## src/rtl/nhd_pkg.sv

```systemverilog
// Shared types and constants for the NRZI HDLC deframer.
// No dependencies; the configuration interface, the scanner and the top level refer to it by scoped names.
package nhd_pkg;

    // event codes carried on the result channel
    typedef enum logic [1:0] {
        EV_DATA = 2'd0,
        EV_DONE = 2'd1,
        EV_DROP = 2'd2
    } event_kind_t;

    // configuration register indexes
    typedef enum logic [1:0] {
        CFG_SYNC_A  = 2'd0,
        CFG_SYNC_B  = 2'd1,
        CFG_CHANNEL = 2'd2
    } cfg_index_t;

    localparam int unsigned CFG_INDEX_W = 2;
    localparam int unsigned CFG_DATA_W  = 16;

    // register reset values
    localparam logic [15:0] SYNC_A_RESET  = 16'b1010101001111110;
    localparam logic [15:0] SYNC_B_RESET  = 16'b0101010101111110;
    localparam logic        CHANNEL_RESET = 1'b0;

    // framing constants
    localparam logic [7:0] FLAG_BYTE = 8'h7E;
    localparam logic [2:0] STUFF_RUN = 3'd5;
    localparam logic [2:0] ABORT_RUN = 3'd7;
    localparam logic [2:0] LAST_BIT  = 3'd7;

    localparam int unsigned MAX_PACKET_BYTES_DEF = 128;

    // one result item
    typedef struct packed {
        event_kind_t kind;
        logic [7:0]  data;
        logic [7:0]  count;
        logic        chan;
    } result_t;

endpackage

```

## src/rtl/nhd_rx_if.sv

```systemverilog
// Receive line channel: one sampled line bit per item.
// Uses no package.
interface nhd_rx_if;
    logic valid;
    logic ready;
    logic line_bit;
    logic transmitting;

    modport source (output valid, output line_bit, output transmitting, input ready);
    modport sink   (input valid, input line_bit, input transmitting, output ready);
endinterface

```

## src/rtl/nhd_ev_if.sv

```systemverilog
// Event channel: data bytes, packet complete and packet dropped items.
// Uses no package.
interface nhd_ev_if;
    logic       valid;
    logic       ready;
    logic [1:0] event_kind;
    logic [7:0] data_byte;
    logic [7:0] byte_count;
    logic       packet_channel;

    modport source (output valid, output event_kind, output data_byte,
                    output byte_count, output packet_channel, input ready);
    modport sink   (input valid, input event_kind, input data_byte,
                    input byte_count, input packet_channel, output ready);
endinterface

```

## src/rtl/nhd_cfg_if.sv

```systemverilog
// Configuration write channel: register index and write data.
// Widths come from nhd_pkg.
interface nhd_cfg_if;
    logic                             valid;
    logic                             ready;
    logic [nhd_pkg::CFG_INDEX_W-1:0]  index;
    logic [nhd_pkg::CFG_DATA_W-1:0]   data;

    modport source (output valid, output index, output data, input ready);
    modport sink   (input valid, input index, input data, output ready);
endinterface

```

## src/rtl/nhd_scanner.sv

```systemverilog
// Deframer state and per-bit logic: NRZI decode, flag hunt, de-stuffing, bytes.
// Depends on nhd_pkg; driven one bit per step by the top level.
module nhd_scanner #(
    parameter int unsigned MAX_PACKET_BYTES = nhd_pkg::MAX_PACKET_BYTES_DEF
) (
    input  logic             clk,
    input  logic             rst_n,
    input  logic             step,
    input  logic             line_bit,
    input  logic             transmitting,
    input  logic [15:0]      sync_a,
    input  logic [15:0]      sync_b,
    input  logic             channel_tag,
    output logic             res_valid,
    output nhd_pkg::result_t res
);

    localparam logic [7:0] MAX_BYTES = 8'(MAX_PACKET_BYTES);

    logic        prev_bit_reg,     prev_bit_next;
    logic        prev_valid_reg,   prev_valid_next;
    logic [15:0] window_reg,       window_next;
    logic        in_packet_reg,    in_packet_next;
    logic [2:0]  ones_run_reg,     ones_run_next;
    logic [7:0]  byte_shift_reg,   byte_shift_next;
    logic [2:0]  bits_reg,         bits_next;
    logic [7:0]  pkt_bytes_reg,    pkt_bytes_next;
    logic        chan_reg,         chan_next;

    logic        dec;
    logic [15:0] window_shift;
    logic        take_bit;
    logic        clear;

    assign dec          = (prev_bit_reg == line_bit);
    assign window_shift = {window_reg[14:0], dec};

    // per-bit decision
    always_comb
    begin
        prev_bit_next   = prev_bit_reg;
        prev_valid_next = prev_valid_reg;
        window_next     = window_reg;
        in_packet_next  = in_packet_reg;
        ones_run_next   = ones_run_reg;
        byte_shift_next = byte_shift_reg;
        bits_next       = bits_reg;
        pkt_bytes_next  = pkt_bytes_reg;
        chan_next       = chan_reg;
        res_valid       = 1'b0;
        res.kind        = nhd_pkg::EV_DATA;
        res.data        = 8'd0;
        res.count       = pkt_bytes_reg;
        res.chan        = chan_reg;
        take_bit        = 1'b0;
        clear           = 1'b0;

        if (step && !transmitting)
        begin
            if (!prev_valid_reg)
            begin
                // first bit only primes the reference
                prev_bit_next   = line_bit;
                prev_valid_next = 1'b1;
            end
            else if (!in_packet_reg)
            begin
                // hunting for training plus flag
                prev_bit_next = line_bit;
                window_next   = window_shift;
                if (window_shift == sync_a || window_shift == sync_b)
                begin
                    in_packet_next = 1'b1;
                    chan_next      = channel_tag;
                end
            end
            else if (pkt_bytes_reg >= MAX_BYTES || ones_run_reg == nhd_pkg::ABORT_RUN)
            begin
                // packet full or abort run
                res_valid = 1'b1;
                res.kind  = nhd_pkg::EV_DROP;
                clear     = 1'b1;
            end
            else if (window_shift[7:0] == nhd_pkg::FLAG_BYTE)
            begin
                // closing flag
                res_valid = 1'b1;
                res.kind  = nhd_pkg::EV_DONE;
                clear     = 1'b1;
            end
            else
            begin
                prev_bit_next = line_bit;
                window_next   = window_shift;
                if (dec)
                begin
                    ones_run_next = ones_run_reg + 3'd1;
                    take_bit      = 1'b1;
                end
                else
                begin
                    ones_run_next = 3'd0;
                    // stuffed zero after five ones is dropped
                    take_bit      = (ones_run_reg != nhd_pkg::STUFF_RUN);
                end
            end

            // byte assembly, msb first
            if (take_bit)
            begin
                byte_shift_next = {byte_shift_reg[6:0], dec};
                bits_next       = bits_reg + 3'd1;
                if (bits_reg == nhd_pkg::LAST_BIT)
                begin
                    byte_shift_next = 8'd0;
                    pkt_bytes_next  = pkt_bytes_reg + 8'd1;
                    res_valid       = 1'b1;
                    res.kind        = nhd_pkg::EV_DATA;
                    res.data        = {byte_shift_reg[6:0], dec};
                    res.count       = pkt_bytes_reg + 8'd1;
                end
            end

            // back to hunt with everything cleared
            if (clear)
            begin
                prev_bit_next   = 1'b0;
                prev_valid_next = 1'b0;
                window_next     = 16'd0;
                in_packet_next  = 1'b0;
                ones_run_next   = 3'd0;
                byte_shift_next = 8'd0;
                bits_next       = 3'd0;
                pkt_bytes_next  = 8'd0;
                chan_next       = 1'b0;
            end
        end
    end

    // state registers
    always_ff @(posedge clk or negedge rst_n)
    begin
        if (!rst_n)
        begin
            prev_bit_reg   <= 1'b0;
            prev_valid_reg <= 1'b0;
            window_reg     <= 16'd0;
            in_packet_reg  <= 1'b0;
            ones_run_reg   <= 3'd0;
            byte_shift_reg <= 8'd0;
            bits_reg       <= 3'd0;
            pkt_bytes_reg  <= 8'd0;
            chan_reg       <= 1'b0;
        end
        else
        begin
            prev_bit_reg   <= prev_bit_next;
            prev_valid_reg <= prev_valid_next;
            window_reg     <= window_next;
            in_packet_reg  <= in_packet_next;
            ones_run_reg   <= ones_run_next;
            byte_shift_reg <= byte_shift_next;
            bits_reg       <= bits_next;
            pkt_bytes_reg  <= pkt_bytes_next;
            chan_reg       <= chan_next;
        end
    end

    // a completed or dropped packet leaves the scanner hunting and unprimed
    a_end_clears: assert property (@(posedge clk) disable iff (!rst_n)
        (res_valid && res.kind != nhd_pkg::EV_DATA) |=>
        (!in_packet_reg && !prev_valid_reg && pkt_bytes_reg == 8'd0))
        else $error("packet end did not clear scanner state");

    // run of ones is only counted inside a packet
    a_ones_in_packet: assert property (@(posedge clk) disable iff (!rst_n)
        (ones_run_reg != 3'd0) |-> in_packet_reg)
        else $error("ones run outside packet");

    // byte count never passes the packet limit
    a_count_limit: assert property (@(posedge clk) disable iff (!rst_n)
        pkt_bytes_reg <= MAX_BYTES)
        else $error("packet byte count above limit");

    // an emitted data byte restarts the bit counter and shift register
    a_byte_restart: assert property (@(posedge clk) disable iff (!rst_n)
        (res_valid && res.kind == nhd_pkg::EV_DATA) |=>
        (bits_reg == 3'd0 && byte_shift_reg == 8'd0))
        else $error("byte assembly not restarted after data byte");

endmodule

```

## src/rtl/nrzi_hdlc_deframer.sv

```systemverilog
// Top level of the NRZI HDLC deframer: input register, scanner, result register,
// configuration registers. Depends on nhd_pkg, the channel interfaces and nhd_scanner.
//
// Usage
//   rx   : one sampled line bit per item, with a transmitting flag; items
//          taken while transmitting is high change nothing.
//   ev   : result items; event_kind data byte, packet complete or packet
//          dropped, with byte count and the channel tag latched at packet start.
//   cfg  : register writes (0 sync pattern a, 1 sync pattern b, 2 channel tag),
//          always ready; write only while no bit is in flight.
// Timing
//   An item is captured in the input register and decoded when it advances;
//   its result, if any, is registered in the output register as the state updates.
//   One item per cycle is sustained while ev is ready; the per-bit state update
//   is one step through the scanner.
// Reset
//   rst_n clears all scanner state (next bit only primes the NRZI reference)
//   and loads the register defaults.
// Stalls
//   While ev is held, the result register keeps its item and one more rx item
//   waits in the input register; rx ready then drops until ev moves again.
module nrzi_hdlc_deframer #(
    parameter int unsigned MAX_PACKET_BYTES = nhd_pkg::MAX_PACKET_BYTES_DEF
) (
    input  logic  clk,
    input  logic  rst_n,
    nhd_rx_if.sink    rx,
    nhd_ev_if.source  ev,
    nhd_cfg_if.sink   cfg
);

    logic        in_valid_reg;
    logic        in_bit_reg;
    logic        in_tx_reg;
    logic        advance;

    logic        out_valid_reg;
    nhd_pkg::result_t out_reg;

    logic [15:0] sync_a_reg;
    logic [15:0] sync_b_reg;
    logic        channel_reg;

    logic             res_valid;
    nhd_pkg::result_t res;

    // the held item moves on when the result register is free
    assign advance  = in_valid_reg && (!out_valid_reg || ev.ready);
    assign rx.ready = !in_valid_reg || advance;

    // input register
    always_ff @(posedge clk or negedge rst_n)
    begin
        if (!rst_n)
        begin
            in_valid_reg <= 1'b0;
        end
        else if (rx.ready)
        begin
            in_valid_reg <= rx.valid;
        end
    end

    always_ff @(posedge clk)
    begin
        if (rx.valid && rx.ready)
        begin
            in_bit_reg <= rx.line_bit;
            in_tx_reg  <= rx.transmitting;
        end
    end

    // per-bit scanner
    nhd_scanner #(
        .MAX_PACKET_BYTES (MAX_PACKET_BYTES)
    ) u_scanner (
        .clk          (clk),
        .rst_n        (rst_n),
        .step         (advance),
        .line_bit     (in_bit_reg),
        .transmitting (in_tx_reg),
        .sync_a       (sync_a_reg),
        .sync_b       (sync_b_reg),
        .channel_tag  (channel_reg),
        .res_valid    (res_valid),
        .res          (res)
    );

    // result register
    always_ff @(posedge clk or negedge rst_n)
    begin
        if (!rst_n)
        begin
            out_valid_reg <= 1'b0;
        end
        else if (advance && res_valid)
        begin
            out_valid_reg <= 1'b1;
        end
        else if (ev.ready)
        begin
            out_valid_reg <= 1'b0;
        end
    end

    always_ff @(posedge clk)
    begin
        if (advance && res_valid)
        begin
            out_reg <= res;
        end
    end

    assign ev.valid          = out_valid_reg;
    assign ev.event_kind     = 2'(out_reg.kind);
    assign ev.data_byte      = out_reg.data;
    assign ev.byte_count     = out_reg.count;
    assign ev.packet_channel = out_reg.chan;

    // configuration registers
    assign cfg.ready = 1'b1;

    always_ff @(posedge clk or negedge rst_n)
    begin
        if (!rst_n)
        begin
            sync_a_reg  <= nhd_pkg::SYNC_A_RESET;
            sync_b_reg  <= nhd_pkg::SYNC_B_RESET;
            channel_reg <= nhd_pkg::CHANNEL_RESET;
        end
        else if (cfg.valid)
        begin
            unique case (nhd_pkg::cfg_index_t'(cfg.index))
                nhd_pkg::CFG_SYNC_A:  sync_a_reg  <= cfg.data;
                nhd_pkg::CFG_SYNC_B:  sync_b_reg  <= cfg.data;
                nhd_pkg::CFG_CHANNEL: channel_reg <= cfg.data[0];
                default: ;
            endcase
        end
    end

    // a stalled result is never overwritten by a new one
    a_no_overwrite: assert property (@(posedge clk) disable iff (!rst_n)
        (out_valid_reg && !ev.ready) |-> !(advance && res_valid))
        else $error("result register overwritten while stalled");

    // the held item is only dropped by advancing it
    a_input_kept: assert property (@(posedge clk) disable iff (!rst_n)
        (in_valid_reg && !advance) |=> in_valid_reg)
        else $error("input item lost without being processed");

    // a result appears only when the scanner stepped in the prior cycle
    a_result_source: assert property (@(posedge clk) disable iff (!rst_n)
        $rose(out_valid_reg) |-> $past(advance && res_valid))
        else $error("result without a processed item");

endmodule
```

## src/flat_wrapper.sv

```systemverilog
// flat-port wrapper written by rule: the top's interface ports become plain ports
module nrzi_hdlc_deframer_flat 
#(
    parameter int unsigned MAX_PACKET_BYTES = nhd_pkg::MAX_PACKET_BYTES_DEF
)
  (clk, rst_n, rx_valid, rx_line_bit, rx_transmitting, rx_ready, ev_valid, ev_event_kind, ev_data_byte, ev_byte_count, ev_packet_channel, ev_ready, cfg_valid, cfg_index, cfg_data, cfg_ready);
  nhd_rx_if rx_i ();
  nhd_ev_if ev_i ();
  nhd_cfg_if cfg_i ();
  input  logic clk;
  input  logic rst_n;
  input wire logic [$bits(rx_i.valid)-1:0] rx_valid;
  input wire logic [$bits(rx_i.line_bit)-1:0] rx_line_bit;
  input wire logic [$bits(rx_i.transmitting)-1:0] rx_transmitting;
  output wire logic [$bits(rx_i.ready)-1:0] rx_ready;
  output wire logic [$bits(ev_i.valid)-1:0] ev_valid;
  output wire logic [$bits(ev_i.event_kind)-1:0] ev_event_kind;
  output wire logic [$bits(ev_i.data_byte)-1:0] ev_data_byte;
  output wire logic [$bits(ev_i.byte_count)-1:0] ev_byte_count;
  output wire logic [$bits(ev_i.packet_channel)-1:0] ev_packet_channel;
  input wire logic [$bits(ev_i.ready)-1:0] ev_ready;
  input wire logic [$bits(cfg_i.valid)-1:0] cfg_valid;
  input wire logic [$bits(cfg_i.index)-1:0] cfg_index;
  input wire logic [$bits(cfg_i.data)-1:0] cfg_data;
  output wire logic [$bits(cfg_i.ready)-1:0] cfg_ready;
  assign rx_i.valid = rx_valid;
  assign rx_i.line_bit = rx_line_bit;
  assign rx_i.transmitting = rx_transmitting;
  assign rx_ready = rx_i.ready;
  assign ev_valid = ev_i.valid;
  assign ev_event_kind = ev_i.event_kind;
  assign ev_data_byte = ev_i.data_byte;
  assign ev_byte_count = ev_i.byte_count;
  assign ev_packet_channel = ev_i.packet_channel;
  assign ev_i.ready = ev_ready;
  assign cfg_i.valid = cfg_valid;
  assign cfg_i.index = cfg_index;
  assign cfg_i.data = cfg_data;
  assign cfg_ready = cfg_i.ready;
  nrzi_hdlc_deframer #(.MAX_PACKET_BYTES(MAX_PACKET_BYTES)) u_core (.clk(clk), .rst_n(rst_n), .rx(rx_i), .ev(ev_i), .cfg(cfg_i));
endmodule
```

## config.mk

```make
export PLATFORM = sky130hd
export DESIGN_NAME = nrzi_hdlc_deframer_flat
export DESIGN_NICKNAME = d
export VERILOG_FILES = /design/src/rtl/nhd_pkg.sv /design/src/rtl/nhd_rx_if.sv /design/src/rtl/nhd_ev_if.sv /design/src/rtl/nhd_cfg_if.sv /design/src/rtl/nhd_scanner.sv /design/src/rtl/nrzi_hdlc_deframer.sv /design/src/flat_wrapper.sv
export SDC_FILE = /design/constraint.sdc
export NUM_CORES = 1
export LEC_CHECK = 0
export ABC_AREA = 1
export BUFFER_PORTS_ARGS = -buffer_cell sky130_fd_sc_hd__buf_4
export CAP_MARGIN = 25
export CORE_MARGIN = 10
export CORE_UTILIZATION = 50
export DETAILED_ROUTE_END_ITERATION = 8
export GPL_ROUTABILITY_DRIVEN = 1
export PLACE_DENSITY = 0.79
export SYNTH_ARGS = -nofsm -noshare
export SYNTH_HDL_FRONTEND = slang
export SYNTH_HIERARCHICAL = 1
export SYNTH_SLANG_ARGS = --single-unit
```

## constraint.sdc

```tcl
create_clock -name clk -period 3.75 [get_ports clk]
set_input_delay 0.375 -clock clk [delete_from_list [all_inputs] [get_ports clk]]
set_output_delay 0.375 -clock clk [all_outputs]
set_load 0.01 [all_outputs]
```

==> run_results.csv, run 1 <==
group,metric,value,unit
grt,grt_usage,0.154,
synth,muxShareOfSynthArea,0.00200,
setup_path,slowest_delay,0.41,ns
synth,synthAdderAreaFrac,0.0175,
synth,ys_seq_area_frac,0.505,
synth,synth_top_family_by_area,"simple AND/OR/NAND/NOR gates",
cts,cts_tree,"yes",
setup_path,critical_path.max_fanout,19,
cts,path_clk_slew,0.09,ns
synth,ys_warn_count,6,
route,detail_route.first_pass.iterations,5,
power_and_ir_drop,power.total,2.45,mW
synth,async_flop_share,0.781,
power_and_ir_drop,p_leak,2.85,nW
synth,synthesis.area,5020,µm²
cts,cts.sinks,96,
synth,synth_edf_count,21,
synth,synth_area_per_cell,8.09,µm²
grt,grt_pass1_vias,4042,
synth,netlist_instances,620,
setup_path,endpoint_kind,"register",
sta,timing.fmax,401,MHz
synth,synth-main-ff-cell,"dfrtp_1",
sta,timing.setup.tns,0,ns
placed_design,gp_congestion,0.911,
placed_design,dp_hpwl,7880,µm
route,routedWlPerCell,13.6,µm
sta,slew_headroom,0.628,
sta,min_period_over_period,0.666,
floorplan,ios,47,
sta,rsz0062_at_grt,"false",
placed_design,portBuffers,45,
route,remaining_drc_errors,0,
cts,post_cts_buffers,0,
route,vias_per_cell,5.10,
cells_and_area,stdcell_count,799,
setup_path,crit_family,"simple AND/OR/NAND/NOR gates",
synth,synth_compound_area_frac,0.0481,
grt,grt-ovfl-total,0,
cells_and_area,antenna_cells,0,
cts,clockBufferDepth,2,
setup_path,startpoint_type,"register",
synth,synth-xor-area-share,0.0122,
cts,h-tree-depth,3,
run_status,status,"complete, no violations",
cts,cts-buffers-inserted,9,
setup_path,cp_data_arrival_time,2.56,ns
sta,period_needed,2.50,ns
floorplan,fp-row-count,36,
floorplan,die-width,120,µm
power_and_ir_drop,powerDensity,436,nW/µm²
sta,setup_violations,0,
synth,synth_seq_cells,96,
cts,worstSkewPairLatency,0.38,ns
setup_path,path_class,"reg2reg",
cells_and_area,area_delta_synth_final,11.8,%
route,routed_wl,10900,µm
cts,cts_root_buffer,"clkbuf_8",
synth,synth.distinct_cells,39,
sta,final_hold_viol_count,0,
route,drt_iter0_drc,219,
grt,antenna_found_initial,0,
min_path,hp-class,"in2reg",
power_and_ir_drop,ir_worst_vdd,0.298,mV
sta,worst_clock_skew,0.0119,ns
sta,drv_slew,0,
setup_path,cp_cell_sequence,"inv_1, nor2_1, nor2_1, inv_1, nor2_4, inv_1, nor2_2, nand2_4, nand2_4, nand2_4, inv_4, inv_1, nor3_2, buf_4",
grt,grt_max_degree,76,
route,antenna_left,0,
synth,synth_simple_gate_area_frac,0.323,
setup_path,slowest_stage,"dfrtp_1",
floorplan,start_util,0.513,
cells_and_area,num-fill-cells,873,
cells_and_area,fin_nets,693,
cells_and_area,drive_above_1_share,0.167,
setup_path,cpMostUsedCell,"inv_1",
floorplan,die_y,120,µm
route,vias,4078,
synth,syn-num-nets,652,
setup_path,path_buf_inv,6,
floorplan,die_area,14400,µm²
setup_path,cp.required,3.82,ns
run,max_cap_viol_count,0,
floorplan,coreArea,9770,µm²
placed_design,numPlacedInstances,781,
grt,grt_pass1_wl,18500,µm
sta,worst_slew_pin_slew,0.553,ns
[stage by stage]
| stage | util | instance area [µm²] | hold WS, ns | setup WS (ns) |
|---|---|---|---|---|
| after floorplan | - | 5020 | 0.0794 | 0.397 |
| after global placement | 0.552 | 5390 | 0.462 | 1.31 |
| after detailed placement | 0.552 | 5390 | 0.467 | 1.23 |
| after CTS | 0.570 | 5570 | 0.159 | 1.23 |
| after global routing | 0.574 | 5610 | 0.149 | 0.959 |
| final | 0.574 | 5610 | 0.176 | 1.25 |
[repair_timing]
item | in CTS | in global routing
endpoints found under the hold margin | 0 | 3
hold buffers | 0 | 1
resized for setup | 0 | 0
[synth_stat cells (all sizes together), types with 2 or more instances]
master | number | area, µm²
nand2 | 231 | 930
inv | 84 | 318
dfrtp | 55 | 1380
nor2 | 53 | 231
nand3 | 49 | 250
o21ai | 35 | 179
nand4 | 22 | 138
edfxtp | 21 | 631
dfstp | 20 | 526
buf | 17 | 136
ha | 7 | 87.6
xor2 | 5 | 43.8
a21oi | 3 | 15.0
nor3 | 3 | 26.3
o22ai | 3 | 18.8
nand3b | 2 | 27.5
xnor2 | 2 | 17.5
[cells in the final DEF, fill, tap and decap left out, types with 20 or more instances in the layout]
cell      Yosys  final
dfstp_2      20     20
nand4_1      22     22
edfxtp_1     21     21
nor2_1       48     48
nand3_1      48     48
nand2_1     218    218
o21ai_0      25     25
dfrtp_1      55     55
buf_4         4     46
inv_1        79     79
[layout make-up]
type	instances	area (µm²)	area share
multi-input combinational	421	2030	0.361
clock inverter	6	50.0	0.00892
sequential	96	2530	0.452
tap	133	166	0.0297
inverter	85	322	0.0573
timing repair buffer	48	383	0.0683
clock buffer	10	128	0.0228
[per-layer routing]
metal	track usage	up-vias	routed length, µm
li1	-	2041	-
met1	0.187	1929	4830
met2	0.258	90	5310
met3	0.0394	18	564
met4	0.0611	0	182
met5	0	-	0
[final timing paths]
| path | startpoint | endpoint | slack, ns | depth (start not counted) |
|---|---|---|---|---|
| setup / recovery | u_core/ev.valid$_DFFE_PN0P_ | u_core/ev.data_byte[7]$_DFFE_PP_ | 1.25 | 14 |
| hold / removal | rx_transmitting | u_core/in_tx_reg$_DFFE_PP_ | 0.18 | 1 |
| setup reg to reg | u_core/ev.valid$_DFFE_PN0P_ | u_core/ev.data_byte[7]$_DFFE_PP_ | 1.25 | 14 |
| hold reg to reg | u_core/sync_a_reg[13]$_DFFE_PN1P_ | u_core/sync_a_reg[13]$_DFFE_PN1P_ | 0.48 | 2 |
| max in group asynchronous | rst_n | u_core/sync_a_reg[13]$_DFFE_PN1P_ | 2.81 | 3 |
| min in group asynchronous | rst_n | u_core/sync_a_reg[12]$_DFFE_PN0P_ | 0.34 | 2 |
[power by group]
group | total, mW | internal [mW] | switching (mW) | leakage (nW)
clock network | 0.635 | 0.250 | 0.385 | 0.0839
registers | 1.31 | 1.20 | 0.109 | 1.01
logic | 0.501 | 0.175 | 0.326 | 1.76
[kinds of logic (layout without fill, tap and decap cells)]
kind of cell,after synthesis,after routing
AOI/OAI and AO/OA,43,43
xor gates and xnor gates,7,7
adders and majority gates,7,7
buffers and inverters,103,149
DFF,96,96
muxes,1,1
other,1,1
and+or+nand+nor,362,362
(Power assumes the default switching activity.)
==> inputs of run 2 (changes only) <==
PLACE_DENSITY = 0.82   (was 0.79)
clock period = 2.1 ns   (was 3.75 ns; I/O delays follow)
==> run 2 against run 1 <==
Against the previous run:
- die area did not move
- highest routed layer unchanged
- sequential cell count did not move
- cell count up 2.3%
- largest cell class unchanged
- worst setup slack got worse by 1.2 ns
- worst hold slack got worse by 0.12 ns
==> run_results.csv, run 2 (synthesized netlist as in run 1, its figures left out) <==
group,metric,value,unit
cts,cts_tree,"yes",
cells_and_area,antenna_cells,0,
cts,cts-buffers-inserted,9,
cts,h-tree-depth,3,
cells_and_area,fin_nets,711,
route,detail_route.first_pass.iterations,5,
setup_path,startpoint_type,"register",
floorplan,die_y,120,µm
run,max_cap_viol_count,0,
cts,clockBufferDepth,2,
cts,cts.sinks,96,
placed_design,portBuffers,45,
power_and_ir_drop,ir_worst_vdd,0.416,mV
cts,worstSkewPairLatency,0.37,ns
floorplan,die_area,14400,µm²
placed_design,dp_hpwl,8160,µm
sta,period_needed,2.04,ns
sta,worst_clock_skew,0.0120,ns
sta,slew_headroom,0.586,
sta,final_hold_viol_count,0,
grt,grt_pass1_wl,18900,µm
grt,grt_max_degree,41,
route,antenna_left,0,
setup_path,cp.required,2.21,ns
sta,timing.fmax,491,MHz
cells_and_area,num-fill-cells,830,
cts,path_clk_slew,0.11,ns
cells_and_area,area_delta_synth_final,15.9,%
floorplan,coreArea,9770,µm²
route,routedWlPerCell,13.8,µm
cells_and_area,final_common_cell,"nand2_1",
sta,drv_slew,0,
route,vias_per_cell,5.08,
route,remaining_drc_errors,0,
route,vias,4147,
floorplan,die-width,120,µm
grt,grt_pass1_vias,4111,
placed_design,gp_congestion,0.888,
power_and_ir_drop,powerDensity,766,nW/µm²
cells_and_area,drive_above_1_share,0.194,
sta,min_period_over_period,0.969,
sta,worst_slew_pin_slew,0.616,ns
setup_path,path_class,"reg2reg",
placed_design,place_area,5520,µm²
run_status,status,"complete, no violations",
floorplan,fp-row-count,36,
floorplan,start_util,0.513,
cells_and_area,mostFrequentLayoutCells,"nand2_1, inv_1, buf_4, dfrtp_1, nand3_1",
cts,cts_root_buffer,"clkbuf_8",
route,routed_wl,11300,µm
route,drt_iter0_drc,300,
sta,setup_violations,0,
min_path,hp-class,"in2reg",
setup_path,endpoint_kind,"register",
grt,antenna_found_initial,0,
power_and_ir_drop,p_leak,2.96,nW
floorplan,ios,47,
grt,grt-ovfl-total,0,
grt,grt_usage,0.158,
power_and_ir_drop,power.total,4.45,mW
setup_path,cp_data_arrival_time,2.14,ns
setup_path,critical_path.max_fanout,7,
cells_and_area,final_area,5820,µm²
## run 2: critical path, cell delays in order (launching register included)
cell,delay [ns]
edfxtp_1,0.43
inv_1,0.11
nand2_1,0.11
nand2_4,0.12
nand3b_4,0.10
nand2_4,0.12
nand2_4,0.10
nand2_2,0.10
nand2_4,0.06
inv_4,0.06
inv_4,0.04
nor3_4,0.12
buf_4,0.17
clkbuf_16,0.14
## run 2: what timing repair did
item | 4_1_cts | 5_1_grt
hold buffers | 2 | 1
setup endpoints to repair | 0 | 20
hold endpoints to repair | 24 | 1
setup buffers | 0 | 4
gates resized for setup | 0 | 2
## run 2: per-stage QoR
stage                     setup slack (ns)  TNS, ns  hold WS, ns   util  instances
after floorplan                     -0.365    -6.93      -0.0856      -        620
after global placement               0.158        0        0.196  0.564        792
after detailed placement             0.102        0        0.201  0.564        792
after CTS                           0.0696        0      0.00563  0.586        810
after global routing               -0.0256   -0.237       0.0474  0.595        817
final                               0.0641        0       0.0584  0.595        817
## run 2: per-layer routing
metal,global-route usage,vias to the layer above,share of wire
met4,0.0551,0,0.017
li1,-,2075,-
met5,0,-,0
met1,0.195,1931,0.44
met2,0.267,125,0.49
met3,0.0347,16,0.053
## run 2: layout make-up
type                       instances  area, µm²  share of cell area
timing repair buffer              66        549              0.0944
clock inverter                     7       71.3              0.0123
inverter                          85        324              0.0557
clock buffer                       9        124              0.0213
multi-input combinational        421       2050               0.352
sequential                        96       2530               0.435
tap                              133        166              0.0286
## run 2: final timing paths
| check | cells past startpoint | slack [ns] | endpoint | from |
|---|---|---|---|---|
| max | 13 | 0.06 | u_core/ev.byte_count[6]$_DFFE_PP_ | u_core/in_bit_reg$_DFFE_PP_ |
| min | 2 | 0.06 | u_core/ev.valid$_DFFE_PN0P_ | ev_ready |
| max reg2reg | 13 | 0.06 | u_core/ev.byte_count[6]$_DFFE_PP_ | u_core/in_bit_reg$_DFFE_PP_ |
| min reg2reg | 2 | 0.48 | u_core/sync_a_reg[9]$_DFFE_PN1P_ | u_core/sync_a_reg[9]$_DFFE_PN1P_ |
| max in group asynchronous | 3 | 1.13 | u_core/sync_b_reg[6]$_DFFE_PN1P_ | rst_n |
| min in group asynchronous | 2 | 0.34 | u_core/u_scanner/window_reg[11]$_DFFE_PN0P_ | rst_n |
## run 2: power by group
part           internal (mW)  switching (mW)
logic                  0.323           0.589
registers               2.14           0.202
clock network          0.468           0.726
==> inputs of run 3 (changes only) <==
CORE_UTILIZATION = 45   (was 50)
PLACE_DENSITY = 0.75   (was 0.82)
==> run 3 against run 2 <==
Against the previous run:
- first-iteration DRC count up 5.3%
- cell count increased by 0.12%
- die area up 9.2%
- via count shrank 1.7%
- clock power up 15%
- register-to-register slack improved by 0.05 ns
- largest power group unchanged
==> run_results.csv, run 3 (synthesized netlist as in run 1, its figures left out) <==
group,metric,value,unit
run_status,status,"complete, no violations",
cells_and_area,final_common_cell,"nand2_1",
cts,cts.sinks,96,
sta,final_hold_viol_count,0,
power_and_ir_drop,swShare,0.313,
floorplan,die-width,126,µm
grt,grt_usage,0.138,
grt,grt_max_degree,76,
grt,antenna_found_initial,0,
route,vias,4077,
sta,worst_clock_skew,0.0115,ns
floorplan,ios,47,
sta,worst_slew_pin_slew,0.598,ns
placed_design,portBuffers,45,
cells_and_area,area_delta_synth_final,15.6,%
sta,setup_violations,0,
min_path,holdPathStages,1,
setup_path,startpoint_type,"register",
floorplan,die_y,126,µm
cts,path_clk_slew,0.09,ns
power_and_ir_drop,ir_worst_vdd,0.494,mV
sta,slew_headroom,0.598,
power_and_ir_drop,p_leak,2.94,nW
route,routed_wl,11100,µm
power_and_ir_drop,powerDensity,798,nW/µm²
setup_path,ff2ff_setup_slack,0.11,ns
setup_path,critical_path.max_fanout,19,
route,remaining_drc_errors,0,
power_and_ir_drop,power.total,4.63,mW
power_and_ir_drop,p_sw,1.45,mW
power_and_ir_drop,seqPwrFrac,0.505,
power_and_ir_drop,p_clk_frac,0.295,
sta,drv_slew,0,
run,max_cap_viol_count,0,
placed_design,dp_hpwl,8050,µm
setup_path,rr_worst_depth,12,
cts,h-tree-depth,3,
grt,grt_pass1_vias,3950,
floorplan,start_util,0.461,
setup_path,startpoint,"u_core/in_bit_reg$_DFFE_PP_",
cts,cts-buffers-inserted,9,
min_path,hold_path_end,"u_core/in_bit_reg$_DFFE_PP_",
min_path,hp-class,"in2reg",
route,drt_iter0_drc,316,
sta,timing.fmax,503,MHz
cts,cts_root_buffer,"clkbuf_8",
floorplan,die_area,15800,µm²
cts,clockBufferDepth,2,
cells_and_area,mostFrequentLayoutCells,"nand2_1, inv_1, buf_4, dfrtp_1, nand3_1",
setup_path,path_class,"reg2reg",
setup_path,cp.required,2.18,ns
grt,grt-ovfl-total,0,
cts,post_cts_buffers,0,
min_path,worstHoldStart,"rx_line_bit",
cells_and_area,drive_above_1_share,0.187,
setup_path,cp_data_arrival_time,2.07,ns
power_and_ir_drop,power_frac_comb,0.200,
setup_path,r2r-end,"u_core/ev.data_byte[6]$_DFFE_PP_",
grt,grt_pass1_wl,18400,µm
floorplan,coreArea,10900,µm²
route,routedWlPerCell,13.6,µm
cells_and_area,antenna_cells,0,
sta,period_needed,1.99,ns
cells_and_area,fin_nets,705,
sta,min_period_over_period,0.946,
power_and_ir_drop,intPower,3.18,mW
cts,cts_tree,"yes",
placed_design,place_ws,0.117,ns
setup_path,endpoint_kind,"register",
floorplan,fp-row-count,38,
route,vias_per_cell,4.98,
route,detail_route.first_pass.iterations,7,
placed_design,gp_congestion,0.939,
setup_path,rr_startpoint,"u_core/in_bit_reg$_DFFE_PP_",
route,antenna_left,0,
sta,rsz0062_at_grt,"true",
cts,worstSkewPairLatency,0.37,ns
sta,setup_slack,0.113,ns
run 3: changes by cell type in the layout (fill, tap and decap cells not counted), sizes merged:
cell         previous run  this run
bufinv                  0         2
buf                    62        58
inv                    89        86
dlygate4sd3             3         2
clkinv                  3         2
clkinvlp                0         1
run 3: area by class of cell:
| class | count | area, µm² |
|---|---|---|
| clock inverter | 6 | 90.1 |
| tap | 140 | 175 |
| inverter | 85 | 327 |
| clock buffer | 10 | 138 |
| fill | 980 | 5090 |
| sequential | 96 | 2530 |
| multi-input combinational | 421 | 2050 |
| timing repair buffer | 60 | 493 |
run 3: how the worst max path moves through the flow:
stage	to
3_5_place_dp	u_core/ev.data_byte[4]$_DFFE_PP_
5_1_grt	u_core/ev.event_kind[0]$_DFFE_PP_
2_1_floorplan	u_core/ev.byte_count[0]$_DFFE_PP_
3_3_place_gp	u_core/ev.data_byte[7]$_DFFE_PP_
4_1_cts	u_core/ev.data_byte[5]$_DFFE_PP_
6_report	u_core/ev.data_byte[6]$_DFFE_PP_
run 3: routing by layer:
layer / wire length (µm) / vias up / track usage / share of wire
met2: 5260 / 119 / 0.225 / 0.47
met3: 623 / 16 / 0.0342 / 0.056
met4: 155 / 0 / 0.0488 / 0.014
li1: - / 2057 / - / -
met5: 0 / - / 0 / 0
met1: 5080 / 1885 / 0.175 / 0.46
run 3: what timing repair did:
| item | in CTS | in global routing |
|---|---|---|
| setup endpoints to repair | 0 | 21 |
| hold buffers | 1 | 1 |
| gates resized for setup | 0 | 2 |
| hold endpoints to repair | 55 | 1 |
run 3: through the flow:
step           setup TNS (ns)  area [µm²]  hold WS, ns  cells  utilization
4_1_cts                     0        5780      0.00274    817        0.531
5_1_grt                -0.299        5800       0.0133    818        0.533
6_report                    0        5800       0.0240    818        0.533
3_5_place_dp                0        5550        0.258    800        0.509
3_3_place_gp                0        5550        0.258    800        0.509
2_1_floorplan           -6.93        5040      -0.0856    620            -
run 3: critical path, cell delays in order, from the launching register on:
cell,delay [ns]
edfxtp_1,0.41
inv_1,0.11
nand2_1,0.11
nand2_4,0.13
nand3b_4,0.11
nand2_4,0.12
nand2_4,0.09
nand2_2,0.09
nand2_4,0.06
inv_4,0.06
inv_4,0.03
nor3_4,0.18
buf_12,0.18
run 3: power by group through the flow:
| stage | Sequential, mW | Clock [mW] | Combinational (mW) |
|---|---|---|---|
| finish | 2.34 | 1.37 | 0.924 |
| global route | 2.37 | 1.48 | 1.05 |
| CTS | 2.34 | 1.39 | 0.907 |
| detailed placement | 2.37 | 0 | 0.890 |
| global placement | 2.36 | 0 | 0.866 |
| floorplan | 2.32 | 0 | 0.659 |
